[config.mk]
export PLATFORM = sky130hd
export DESIGN_NAME = gtpu_uplink_packet_classifier_core
export DESIGN_NICKNAME = d
export VERILOG_FILES = /design/src/design/gupc_pkg.sv /design/src/design/gtpu_uplink_packet_classifier_core.sv /design/src/design/gupc_front.sv /design/src/design/gupc_queue.sv /design/src/design/gupc_back.sv
export SDC_FILE = /design/constraint.sdc
export NUM_CORES = 1
export LEC_CHECK = 0
export BUFFER_PORTS_ARGS = -buffer_cell sky130_fd_sc_hd__clkbuf_2
export CAP_MARGIN = 15
export CORE_ASPECT_RATIO = 2
export CORE_UTILIZATION = 45
export CTS_BUF_LIST = sky130_fd_sc_hd__clkbuf_4
export DETAILED_ROUTE_END_ITERATION = 8
export GPL_TIMING_DRIVEN = 0
export SLEW_MARGIN = 20
export SYNTH_ARGS = -nofsm -noshare
export SYNTH_HDL_FRONTEND = slang
export SYNTH_SLANG_ARGS = --single-unit
[constraint.sdc]
create_clock -name i_clk -period 8.6 [get_ports i_clk]
set_input_delay 1.72 -clock i_clk [delete_from_list [all_inputs] [get_ports i_clk]]
set_output_delay 1.72 -clock i_clk [all_outputs]
set_load 0.01 [all_outputs]
[src/design/gupc_pkg.sv]
// Shared types and constants for the GTP-U uplink packet classifier.
// No dependencies; imported by every module of the block.
package gupc_pkg;

    localparam int unsigned BYTE_W  = 8;
    localparam int unsigned CLASS_W = 3;
    localparam int unsigned CFG_W   = 48;
    localparam int unsigned CFG_IDX_W = 2;

    // register indexes on the configuration port
    localparam logic [CFG_IDX_W-1:0] CFG_OWN_IP   = 2'd0;
    localparam logic [CFG_IDX_W-1:0] CFG_BCAST_IP = 2'd1;
    localparam logic [CFG_IDX_W-1:0] CFG_OWN_MAC  = 2'd2;

    localparam logic [31:0] BCAST_IP_RESET = 32'hFFFF_FFFF;

    // class codes
    localparam logic [CLASS_W-1:0] CLS_GTP_DATA = 3'd0;
    localparam logic [CLASS_W-1:0] CLS_ECHO     = 3'd1;
    localparam logic [CLASS_W-1:0] CLS_UNSUPP   = 3'd2;
    localparam logic [CLASS_W-1:0] CLS_HOST     = 3'd3;
    localparam logic [CLASS_W-1:0] CLS_FRAG     = 3'd4;
    localparam logic [CLASS_W-1:0] CLS_BADCSUM  = 3'd5;
    localparam logic [CLASS_W-1:0] CLS_UNKNOWN  = 3'd6;

    // header offsets and field values
    localparam logic [7:0]  ETH_HDR_LEN  = 8'd14;
    localparam logic [7:0]  POS_MAC_END  = 8'd6;
    localparam logic [7:0]  POS_ETYPE_HI = 8'd12;
    localparam logic [7:0]  POS_ETYPE_LO = 8'd13;
    localparam logic [7:0]  POS_FRAG_HI  = 8'd20;
    localparam logic [7:0]  POS_FRAG_LO  = 8'd21;
    localparam logic [7:0]  POS_PROTO    = 8'd23;
    localparam logic [7:0]  POS_DIP_LO   = 8'd30;
    localparam logic [7:0]  POS_DIP_HI   = 8'd33;
    localparam logic [7:0]  POS_MAX      = 8'd255;
    localparam logic [3:0]  IHL_MASK     = 4'hF;
    localparam logic [15:0] ETYPE_IPV4   = 16'h0800;
    localparam logic [15:0] FRAG_DF_ONLY = 16'h4000;
    localparam logic [7:0]  PROTO_UDP    = 8'd17;
    localparam logic [15:0] GTP_UDP_PORT = 16'd2152;
    localparam logic [7:0]  GTP_T_DATA   = 8'd255;
    localparam logic [7:0]  GTP_T_ECHO   = 8'd1;
    localparam logic [3:0]  MCAST_NIBBLE = 4'hE;

    // field groups reached
    localparam int unsigned REACH_ETH = 0;
    localparam int unsigned REACH_IP  = 1;
    localparam int unsigned REACH_UDP = 2;
    localparam int unsigned REACH_GTP = 3;

    // queue between capture and classification
    localparam int unsigned Q_DEPTH = 2;
    localparam int unsigned Q_AW    = (Q_DEPTH > 1) ? $clog2(Q_DEPTH) : 1;
    localparam int unsigned Q_CW    = $clog2(Q_DEPTH + 1);

    // header fields of one finished frame
    typedef struct packed {
        logic        csum_bad;
        logic [47:0] dest_mac;
        logic [15:0] eth_type;
        logic [15:0] frag_field;
        logic [7:0]  protocol;
        logic [31:0] dest_ip;
        logic [15:0] udp_port;
        logic [7:0]  gtp_type;
        logic [3:0]  reached;
    } t_rec;

    typedef struct packed {
        logic full;
        logic empty;
    } t_qstat;

endpackage

[src/design/gtpu_uplink_packet_classifier_core.sv]
// Top level of the GTP-U uplink packet classifier: configuration registers,
// capture front end, record queue and classifying back end. Uses gupc_pkg.
//
//   channel   direction  handshake                 payload
//   input     in         i_in_valid / o_in_stall   i_frame_byte, i_frame_first,
//                                                  i_frame_last, i_ip_csum_bad,
//                                                  i_l4_csum_bad
//   output    out        o_out_valid / i_out_stall o_packet_class
//   config    in         i_cfg_we                  i_cfg_idx, i_cfg_data
//
// One octet word per cycle is taken while o_in_stall is low; the capture
// logic only counts and loads registers. After the last octet of a frame,
// its record passes through the queue, then the output register. Reset is
// synchronous and active low. Input stalls only while the two-entry record
// queue is full, i.e. when two finished frames wait behind a stalled output.
module gtpu_uplink_packet_classifier_core (
    input  logic                                 i_clk,
    input  logic                                 i_rst_n,
    input  logic                                 i_in_valid,
    output logic                                 o_in_stall,
    input  logic [gupc_pkg::BYTE_W-1:0]          i_frame_byte,
    input  logic                                 i_frame_first,
    input  logic                                 i_frame_last,
    input  logic                                 i_ip_csum_bad,
    input  logic                                 i_l4_csum_bad,
    output logic                                 o_out_valid,
    input  logic                                 i_out_stall,
    output logic [gupc_pkg::CLASS_W-1:0]         o_packet_class,
    input  logic                                 i_cfg_we,
    input  logic [gupc_pkg::CFG_IDX_W-1:0]       i_cfg_idx,
    input  logic [gupc_pkg::CFG_W-1:0]           i_cfg_data
);
    import gupc_pkg::*;

    logic [31:0] r_own_ip, r_bcast_ip;
    logic [47:0] r_own_mac;
    logic        accept, push, pop;
    t_rec        push_rec, head_rec;
    t_qstat      qstat;

    always_ff @(posedge i_clk) begin
        if (!i_rst_n) begin
            r_own_ip   <= '0;
            r_bcast_ip <= BCAST_IP_RESET;
            r_own_mac  <= '0;
        end else if (i_cfg_we) begin
            unique case (i_cfg_idx)
                CFG_OWN_IP:   r_own_ip   <= i_cfg_data[31:0];
                CFG_BCAST_IP: r_bcast_ip <= i_cfg_data[31:0];
                CFG_OWN_MAC:  r_own_mac  <= i_cfg_data[47:0];
                default: ;
            endcase
        end
    end

    assign o_in_stall = qstat.full;
    assign accept     = i_in_valid & ~o_in_stall;

    gupc_front u_front (
        .i_clk         (i_clk),
        .i_rst_n       (i_rst_n),
        .i_accept      (accept),
        .i_frame_byte  (i_frame_byte),
        .i_frame_first (i_frame_first),
        .i_frame_last  (i_frame_last),
        .i_ip_csum_bad (i_ip_csum_bad),
        .i_l4_csum_bad (i_l4_csum_bad),
        .o_push        (push),
        .o_rec         (push_rec)
    );

    gupc_queue u_queue (
        .i_clk   (i_clk),
        .i_rst_n (i_rst_n),
        .i_push  (push),
        .i_rec   (push_rec),
        .i_pop   (pop),
        .o_rec   (head_rec),
        .o_stat  (qstat)
    );

    gupc_back u_back (
        .i_clk          (i_clk),
        .i_rst_n        (i_rst_n),
        .i_rec          (head_rec),
        .i_qstat        (qstat),
        .i_own_ip       (r_own_ip),
        .i_bcast_ip     (r_bcast_ip),
        .i_own_mac      (r_own_mac),
        .i_out_stall    (i_out_stall),
        .o_pop          (pop),
        .o_out_valid    (o_out_valid),
        .o_packet_class (o_packet_class)
    );

endmodule

[src/design/gupc_front.sv]
// Front end: counts frame octets and captures header fields at fixed and
// IHL-derived offsets; pushes one record per frame. Uses gupc_pkg.
module gupc_front (
    input  logic                          i_clk,
    input  logic                          i_rst_n,
    input  logic                          i_accept,
    input  logic [gupc_pkg::BYTE_W-1:0]   i_frame_byte,
    input  logic                          i_frame_first,
    input  logic                          i_frame_last,
    input  logic                          i_ip_csum_bad,
    input  logic                          i_l4_csum_bad,
    output logic                          o_push,
    output gupc_pkg::t_rec                o_rec
);
    import gupc_pkg::*;

    logic [7:0] r_pos, n_pos, base_pos;
    logic [3:0] r_hw, n_hw, base_hw;
    t_rec       r_cap, n_cap, base_cap;
    logic [7:0] udp_at;

    always_comb begin
        base_pos = i_frame_first ? 8'd0 : r_pos;
        base_hw  = i_frame_first ? 4'd0 : r_hw;
        base_cap = r_cap;
        if (i_frame_first) begin
            base_cap          = '0;
            base_cap.csum_bad = i_ip_csum_bad | i_l4_csum_bad;
        end

        n_pos  = (base_pos == POS_MAX) ? POS_MAX : base_pos + 8'd1;
        n_hw   = base_hw;
        n_cap  = base_cap;
        udp_at = ETH_HDR_LEN + {2'b00, base_hw, 2'b00};

        if (base_pos < POS_MAC_END)
            n_cap.dest_mac = {base_cap.dest_mac[39:0], i_frame_byte};
        if (base_pos == POS_ETYPE_HI || base_pos == POS_ETYPE_LO)
            n_cap.eth_type = {base_cap.eth_type[7:0], i_frame_byte};
        if (base_pos == POS_ETYPE_LO)
            n_cap.reached[REACH_ETH] = 1'b1;
        if (base_pos == ETH_HDR_LEN)
            n_hw = i_frame_byte[3:0] & IHL_MASK;
        if (base_pos == POS_FRAG_HI || base_pos == POS_FRAG_LO)
            n_cap.frag_field = {base_cap.frag_field[7:0], i_frame_byte};
        if (base_pos == POS_PROTO)
            n_cap.protocol = i_frame_byte;
        if (base_pos >= POS_DIP_LO && base_pos <= POS_DIP_HI)
            n_cap.dest_ip = {base_cap.dest_ip[23:0], i_frame_byte};
        if (base_pos == POS_DIP_HI)
            n_cap.reached[REACH_IP] = 1'b1;
        // UDP/GTP offsets follow the IHL; never before the IHL octet itself
        if (base_pos > ETH_HDR_LEN) begin
            if (base_pos == udp_at + 8'd2 || base_pos == udp_at + 8'd3)
                n_cap.udp_port = {base_cap.udp_port[7:0], i_frame_byte};
            if (base_pos == udp_at + 8'd3)
                n_cap.reached[REACH_UDP] = 1'b1;
            if (base_pos == udp_at + 8'd9) begin
                n_cap.gtp_type           = i_frame_byte;
                n_cap.reached[REACH_GTP] = 1'b1;
            end
        end
    end

    always_ff @(posedge i_clk) begin
        if (!i_rst_n) begin
            r_pos <= '0;
            r_hw  <= '0;
            r_cap <= '0;
        end else if (i_accept) begin
            if (i_frame_last) begin
                r_pos <= '0;
                r_hw  <= '0;
                r_cap <= '0;
            end else begin
                r_pos <= n_pos;
                r_hw  <= n_hw;
                r_cap <= n_cap;
            end
        end
    end

    assign o_push = i_accept & i_frame_last;
    assign o_rec  = n_cap;

endmodule

[src/design/gupc_queue.sv]
// Short record queue between capture and classification.
// Uses gupc_pkg for the record type and depth.
module gupc_queue (
    input  logic            i_clk,
    input  logic            i_rst_n,
    input  logic            i_push,
    input  gupc_pkg::t_rec  i_rec,
    input  logic            i_pop,
    output gupc_pkg::t_rec  o_rec,
    output gupc_pkg::t_qstat o_stat
);
    import gupc_pkg::*;

    t_rec             r_mem [Q_DEPTH];
    logic [Q_AW-1:0]  r_wp, r_rp;
    logic [Q_CW-1:0]  r_cnt;

    function automatic logic [Q_AW-1:0] ptr_inc(input logic [Q_AW-1:0] p);
        ptr_inc = (p == Q_AW'(Q_DEPTH - 1)) ? '0 : p + 1'b1;
    endfunction

    always_ff @(posedge i_clk) begin
        if (i_push)
            r_mem[r_wp] <= i_rec;
    end

    always_ff @(posedge i_clk) begin
        if (!i_rst_n) begin
            r_wp  <= '0;
            r_rp  <= '0;
            r_cnt <= '0;
        end else begin
            if (i_push)
                r_wp <= ptr_inc(r_wp);
            if (i_pop)
                r_rp <= ptr_inc(r_rp);
            if (i_push && !i_pop)
                r_cnt <= r_cnt + 1'b1;
            else if (i_pop && !i_push)
                r_cnt <= r_cnt - 1'b1;
        end
    end

    assign o_rec        = r_mem[r_rp];
    assign o_stat.full  = (r_cnt == Q_CW'(Q_DEPTH));
    assign o_stat.empty = (r_cnt == '0);

    a_no_overflow: assert property (@(posedge i_clk) disable iff (!i_rst_n)
        !(i_push && o_stat.full && !i_pop))
        else $error("queue written while full");
    a_no_underflow: assert property (@(posedge i_clk) disable iff (!i_rst_n)
        !(i_pop && o_stat.empty))
        else $error("queue read while empty");
    a_cnt_bound: assert property (@(posedge i_clk) disable iff (!i_rst_n)
        r_cnt <= Q_CW'(Q_DEPTH))
        else $error("queue count beyond depth");
    a_cnt_step: assert property (@(posedge i_clk) disable iff (!i_rst_n)
        (i_push && !i_pop) |=> (r_cnt == $past(r_cnt) + 1'b1))
        else $error("queue count missed a push");

endmodule

[src/design/gupc_back.sv]
// Back end: classifies the record at the queue head against the interface
// addresses and holds the class in the output register. Uses gupc_pkg.
module gupc_back (
    input  logic                          i_clk,
    input  logic                          i_rst_n,
    input  gupc_pkg::t_rec                i_rec,
    input  gupc_pkg::t_qstat              i_qstat,
    input  logic [31:0]                   i_own_ip,
    input  logic [31:0]                   i_bcast_ip,
    input  logic [47:0]                   i_own_mac,
    input  logic                          i_out_stall,
    output logic                          o_pop,
    output logic                          o_out_valid,
    output logic [gupc_pkg::CLASS_W-1:0]  o_packet_class
);
    import gupc_pkg::*;

    logic               r_valid;
    logic [CLASS_W-1:0] r_class;
    logic [CLASS_W-1:0] cls;
    logic [7:0]         mac_hi;

    always_comb begin
        mac_hi = i_rec.dest_mac[47:40];
        priority if (i_rec.csum_bad)
            cls = CLS_BADCSUM;
        else if (!i_rec.reached[REACH_ETH])
            cls = CLS_UNKNOWN;
        else if (i_rec.eth_type == ETYPE_IPV4) begin
            priority if (!i_rec.reached[REACH_IP])
                cls = CLS_UNKNOWN;
            else if (i_rec.frag_field != 16'h0000 && i_rec.frag_field != FRAG_DF_ONLY)
                cls = CLS_FRAG;
            else if (i_rec.dest_ip == i_own_ip) begin
                priority if (i_rec.protocol != PROTO_UDP)
                    cls = CLS_HOST;
                else if (!i_rec.reached[REACH_UDP])
                    cls = CLS_UNKNOWN;
                else if (i_rec.udp_port != GTP_UDP_PORT)
                    cls = CLS_HOST;
                else if (!i_rec.reached[REACH_GTP])
                    cls = CLS_UNKNOWN;
                else if (i_rec.gtp_type == GTP_T_DATA)
                    cls = CLS_GTP_DATA;
                else if (i_rec.gtp_type == GTP_T_ECHO)
                    cls = CLS_ECHO;
                else
                    cls = CLS_UNSUPP;
            end
            else if (i_rec.dest_ip[31:28] == MCAST_NIBBLE)
                cls = CLS_HOST;
            else if (i_rec.dest_ip == i_bcast_ip)
                cls = CLS_HOST;
            else
                cls = CLS_UNKNOWN;
        end
        // non-IPv4: ours, group address or universally administered
        else if (i_rec.dest_mac == i_own_mac || mac_hi[0] || !mac_hi[1])
            cls = CLS_HOST;
        else
            cls = CLS_UNKNOWN;
    end

    assign o_pop = !i_qstat.empty && (!r_valid || !i_out_stall);

    always_ff @(posedge i_clk) begin
        if (!i_rst_n) begin
            r_valid <= 1'b0;
        end else if (o_pop) begin
            r_valid <= 1'b1;
        end else if (!i_out_stall) begin
            r_valid <= 1'b0;
        end
    end

    always_ff @(posedge i_clk) begin
        if (o_pop)
            r_class <= cls;
    end

    assign o_out_valid    = r_valid;
    assign o_packet_class = r_class;

    a_hold: assert property (@(posedge i_clk) disable iff (!i_rst_n)
        (r_valid && i_out_stall) |=> (r_valid && $stable(r_class)))
        else $error("stalled class changed");
    a_pop_loads: assert property (@(posedge i_clk) disable iff (!i_rst_n)
        o_pop |=> r_valid)
        else $error("popped word not presented");
    a_class_range: assert property (@(posedge i_clk) disable iff (!i_rst_n)
        r_valid |-> (r_class <= CLS_UNKNOWN))
        else $error("class code out of range");

endmodule
==> qor.log <==
[synthesis] Synth Instances 2,200
[final_layout] # nets final 2,489
[placement] total placed instance area 25,900 um2
[floorplan] Die Wd 167 um
[timing] Highest Clock Rate 179 MHz
[final_layout] Filler cells 4,811
[clock_tree] post-CTS clock slew at the launch and capture registers of the worst setup and hold paths 0.07 ns
[synthesis] Async SR Flop Fraction 0%
[routing] DR DRC count 0
[timing] Final Max Slew Viols 0
[setup_path] Setup Crit Path Kind in2reg
[power_and_ir_drop] Psw 1.77 mW
[synthesis] predominant post-synthesis flop cell sky130_fd_sc_hd__edfxtp_1
[floorplan] CORE AREA 53,600 um2
[synthesis] net count after synthesis 2,274
[global_route] number of global-route vias before repair 18,000
[timing] setup repair after global routing missed its margin false
[power_and_ir_drop] Final Total Pwr 6.41 mW
[power_and_ir_drop] pwr dens 231 nW/um2
[routing] final routed wirelength across all metal layers 74,100 um
[placement] routability-driven placement congestion ratio 0.955
[synthesis] Warnings, synthesis 0
[routing] ANT nets after route 0
[setup_path] cell breakdown of the critical path clkbuf_2, buf_2, clkbuf_1, clkbuf_1, buf_1, nor2b_1, ha_1, nand4b_1, a311oi_1, o2111ai_1, a211oi_1, buf_2, buf_6, mux2i_1, a22oi_1, nor2b_1
[clock_tree] insertion delay to the later sink of the worst-skew pair 0.89 ns
[floorplan] die boundary height 332 um
[placement] dpl hpwl 55,300 um
[setup_path] Slowest Stage Delay on Critical Path 0.63 ns
[routing] average wire per cell in the routed design 23.2 um
[job] max-capacitance violation count 0
[routing] first drt pass iteration count 6
[power_and_ir_drop] power share of the combinational group 14.6%
[timing] minimum clock period after layout 5.58 ns
[floorplan] total die area 55,400 um2
[final_layout] area of all sequential standard cells 14,500 um2
[setup_path] crit path DAT 6.40 ns
[setup_path] slowest stage cell, crit path sky130_fd_sc_hd__clkbuf_1
[synthesis] Yosys reg bits 577
[timing] portion of the clock cycle consumed by the worst path in the final layout 64.9%
[synthesis] number of flops mapped to enable cells by yosys 299
[final_layout] area delta synth->final 13.4%
[timing] setup-violating endpoint count in the final report 0
[clock_tree] TritonCTS clock tree yes
[global_route] global route overflow 0
[routing] vias per cell 5.60
[synthesis] post-synthesis sequential area ratio 59.4%
[clock_tree] buffers from clock root to sink, at most 3
[worst_hold_path] hold path startpoint r_own_ip[25]
[timing] worst hold slack across all endpoints 0.483 ns
[timing] Post-Route Skew 0.0564 ns
[final_layout] number of cells in the finished layout apart from fillers 3,198
[clock_tree] number of buffers inserted by post-CTS setup repair 0
[setup_path] maximum fanout count along the critical path 10
[floorplan] I/O Pins 72
[final_layout] final standard cell area without fillers 27,800 um2
[status] run status finished clean
[clock_tree] CTS sink cnt 577
[global_route] wire length of the first global-routing pass 109,000 um
[final_layout] proportion of layout cells with a drive suffix above 1 15.0%
[worst_hold_path] path class of the lowest-slack min-delay path reg2reg
[clock_tree] post-cts gate resize count 0
[final_layout] multi-input logic area 9270 um2
[floorplan] effective utilization at floorplan 45.7%
[power_and_ir_drop] static leakage 9.23 nW
[power_and_ir_drop] switching portion of total power 27.6%
[timing] count of final hold-check violations 0
[power_and_ir_drop] largest vdd supply drop 123 uV
[timing] final setup slack of the worst path 3.02 ns
[global_route] antenna violations before repair 3
[timing] Worst slew margin 27.5%
[global_route] Global Route Usage Sum 26.9%
[clock_tree] clock root buffer sky130_fd_sc_hd__clkbuf_4
[clock_tree] number of H-tree levels 4
[clock_tree] clock buffer count from CTS 135
[setup_path] Register-to-Register Setup Slack 5.07 ns
[timing] Worst Tran Pin Value 1.09 ns
[placement] # port buffers 69
[synthesis] synth unique cells 66
[routing] vias after detailed routing 17,900
[setup_path] Critical Path Source Type primary input
[power_and_ir_drop] clock group share of total power 37.0%
[setup_path] startpoint of the most critical setup path i_frame_first
[setup_path] Worst Setup End Kind register
[placement] Placed Cells incl. Taps 2,949
[final_layout] final core utilization 51.8%
[floorplan] Cell Rows 120
[power_and_ir_drop] sequential cell fraction of total power 48.4%
[power_and_ir_drop] Internal 4.64 mW
[synthesis] cell area after technology mapping 24,500 um2
[timing] Setup TNS Final 0 ns
[placement] setup slack at placement 2.06 ns
[routing] DR iter-0 viols 1,267
[setup_path] CP Data Required Time 9.41 ns
[global_route] maximum number of pins on one net before global-route repair 48
[synthesis] mean cell area of the mapped netlist 11.1 um2
[clock_tree] CTS hold repair buffers 0
-- power groups by stage --
stage	clock network, mW	logic [mW]	registers [mW]
final	2.37	0.935	3.10
after global routing	2.54	0.990	3.11
after detailed placement	0	0.940	3.16
after floorplan	0	0.578	3.16
after global placement	0	0.909	3.18
after CTS	2.43	0.944	3.10
-- area by class of cell --
cell class	count	share of cell area [%]
Multi-Input combinational cell	1459	33.4
Sequential cell	577	52.4
Antenna cell	1	0.00901
Clock buffer	197	5.32
Clock inverter	51	1.43
Inverter	17	0.230
Tap cell	671	3.02
Buffer	147	2.27
Timing Repair Buffer	78	2.00
-- synth_stat cells (13+ instances only) --
cell type / instances / area share [%]
sky130_fd_sc_hd__clkbuf_1: 102 / 1.6
sky130_fd_sc_hd__inv_1: 17 / 0.26
sky130_fd_sc_hd__xnor2_1: 118 / 4.2
sky130_fd_sc_hd__o21ai_0: 56 / 1.1
sky130_fd_sc_hd__edfxtp_1: 299 / 37
sky130_fd_sc_hd__nand2_1: 380 / 5.8
sky130_fd_sc_hd__mux2i_1: 108 / 4.4
sky130_fd_sc_hd__buf_1: 17 / 0.26
sky130_fd_sc_hd__dfxtp_1: 278 / 23
sky130_fd_sc_hd__mux2_2: 25 / 1.1
sky130_fd_sc_hd__a22oi_1: 146 / 4.5
sky130_fd_sc_hd__nor2_1: 52 / 0.80
sky130_fd_sc_hd__a21boi_0: 83 / 2.5
sky130_fd_sc_hd__nand3_1: 62 / 1.3
sky130_fd_sc_hd__nor2b_1: 181 / 4.6
sky130_fd_sc_hd__buf_2: 22 / 0.45
sky130_fd_sc_hd__mux2i_2: 13 / 0.73
sky130_fd_sc_hd__a21oi_1: 55 / 1.1
sky130_fd_sc_hd__nor4_1: 44 / 1.1
sky130_fd_sc_hd__nand4_1: 19 / 0.49
-- critical path, delay by kind of cell --
| kind | cells | cell delay (ns) |
|---|---|---|
| buf+inv | 7 | 2.48 |
| compound gates | 4 | 0.98 |
| simple gates | 3 | 0.51 |
| mux | 1 | 0.42 |
| fa+ha+maj | 1 | 0.26 |
-- cells in the final DEF, fill, tap and decap left out, drive strengths merged, types with 59 or more instances in the layout --
master and n:
edfxtp 299, dfxtp 278, a21boi 84, a22oi 146, mux2i 121, nor2b 181, xnor2 118, clkbuf 368
nand3 62, nand2 380, o21ai 59
-- logic make-up after synthesis --
family	count (synthesis)	share of synthesized area, %
simple gates	802	16.1
flops	577	59.4
mux	147	6.34
buf+inv	164	2.83
xor+xnor	125	4.47
compound gates	378	10.5
fa+ha+maj	7	0.358
-- sequential cells by signal, indices dropped and copies added (netlist names), named ones only --
register	cells
u_front.r_pos	8
u_back.o_out_valid	1
u_queue.r_rp	1
u_queue.r_cnt	2
r_own_ip	32
u_front.r_hw	4
u_back.o_packet_class	3
r_own_mac	48
r_bcast_ip	32
u_queue.r_mem	296
u_queue.r_wp	1
u_front.r_cap	148
-- worst paths after layout --
path,endpoint,cells after the start
setup / recovery,u_front.r_cap[18],16
hold / removal,r_own_ip[25],2
hold reg to reg,r_own_ip[25],2
setup reg to reg,u_back.o_packet_class[2],10
-- layer usage --
layer  track usage, %  vias up  wire length, um
met5                0        -               12
met3             4.34      207             3290
li1                 -     8345                -
met4             18.6        2             4940
met2             50.2      627            39700
met1             26.9     8734            26100
Note: power is estimated with default switching activity, not from simulation.
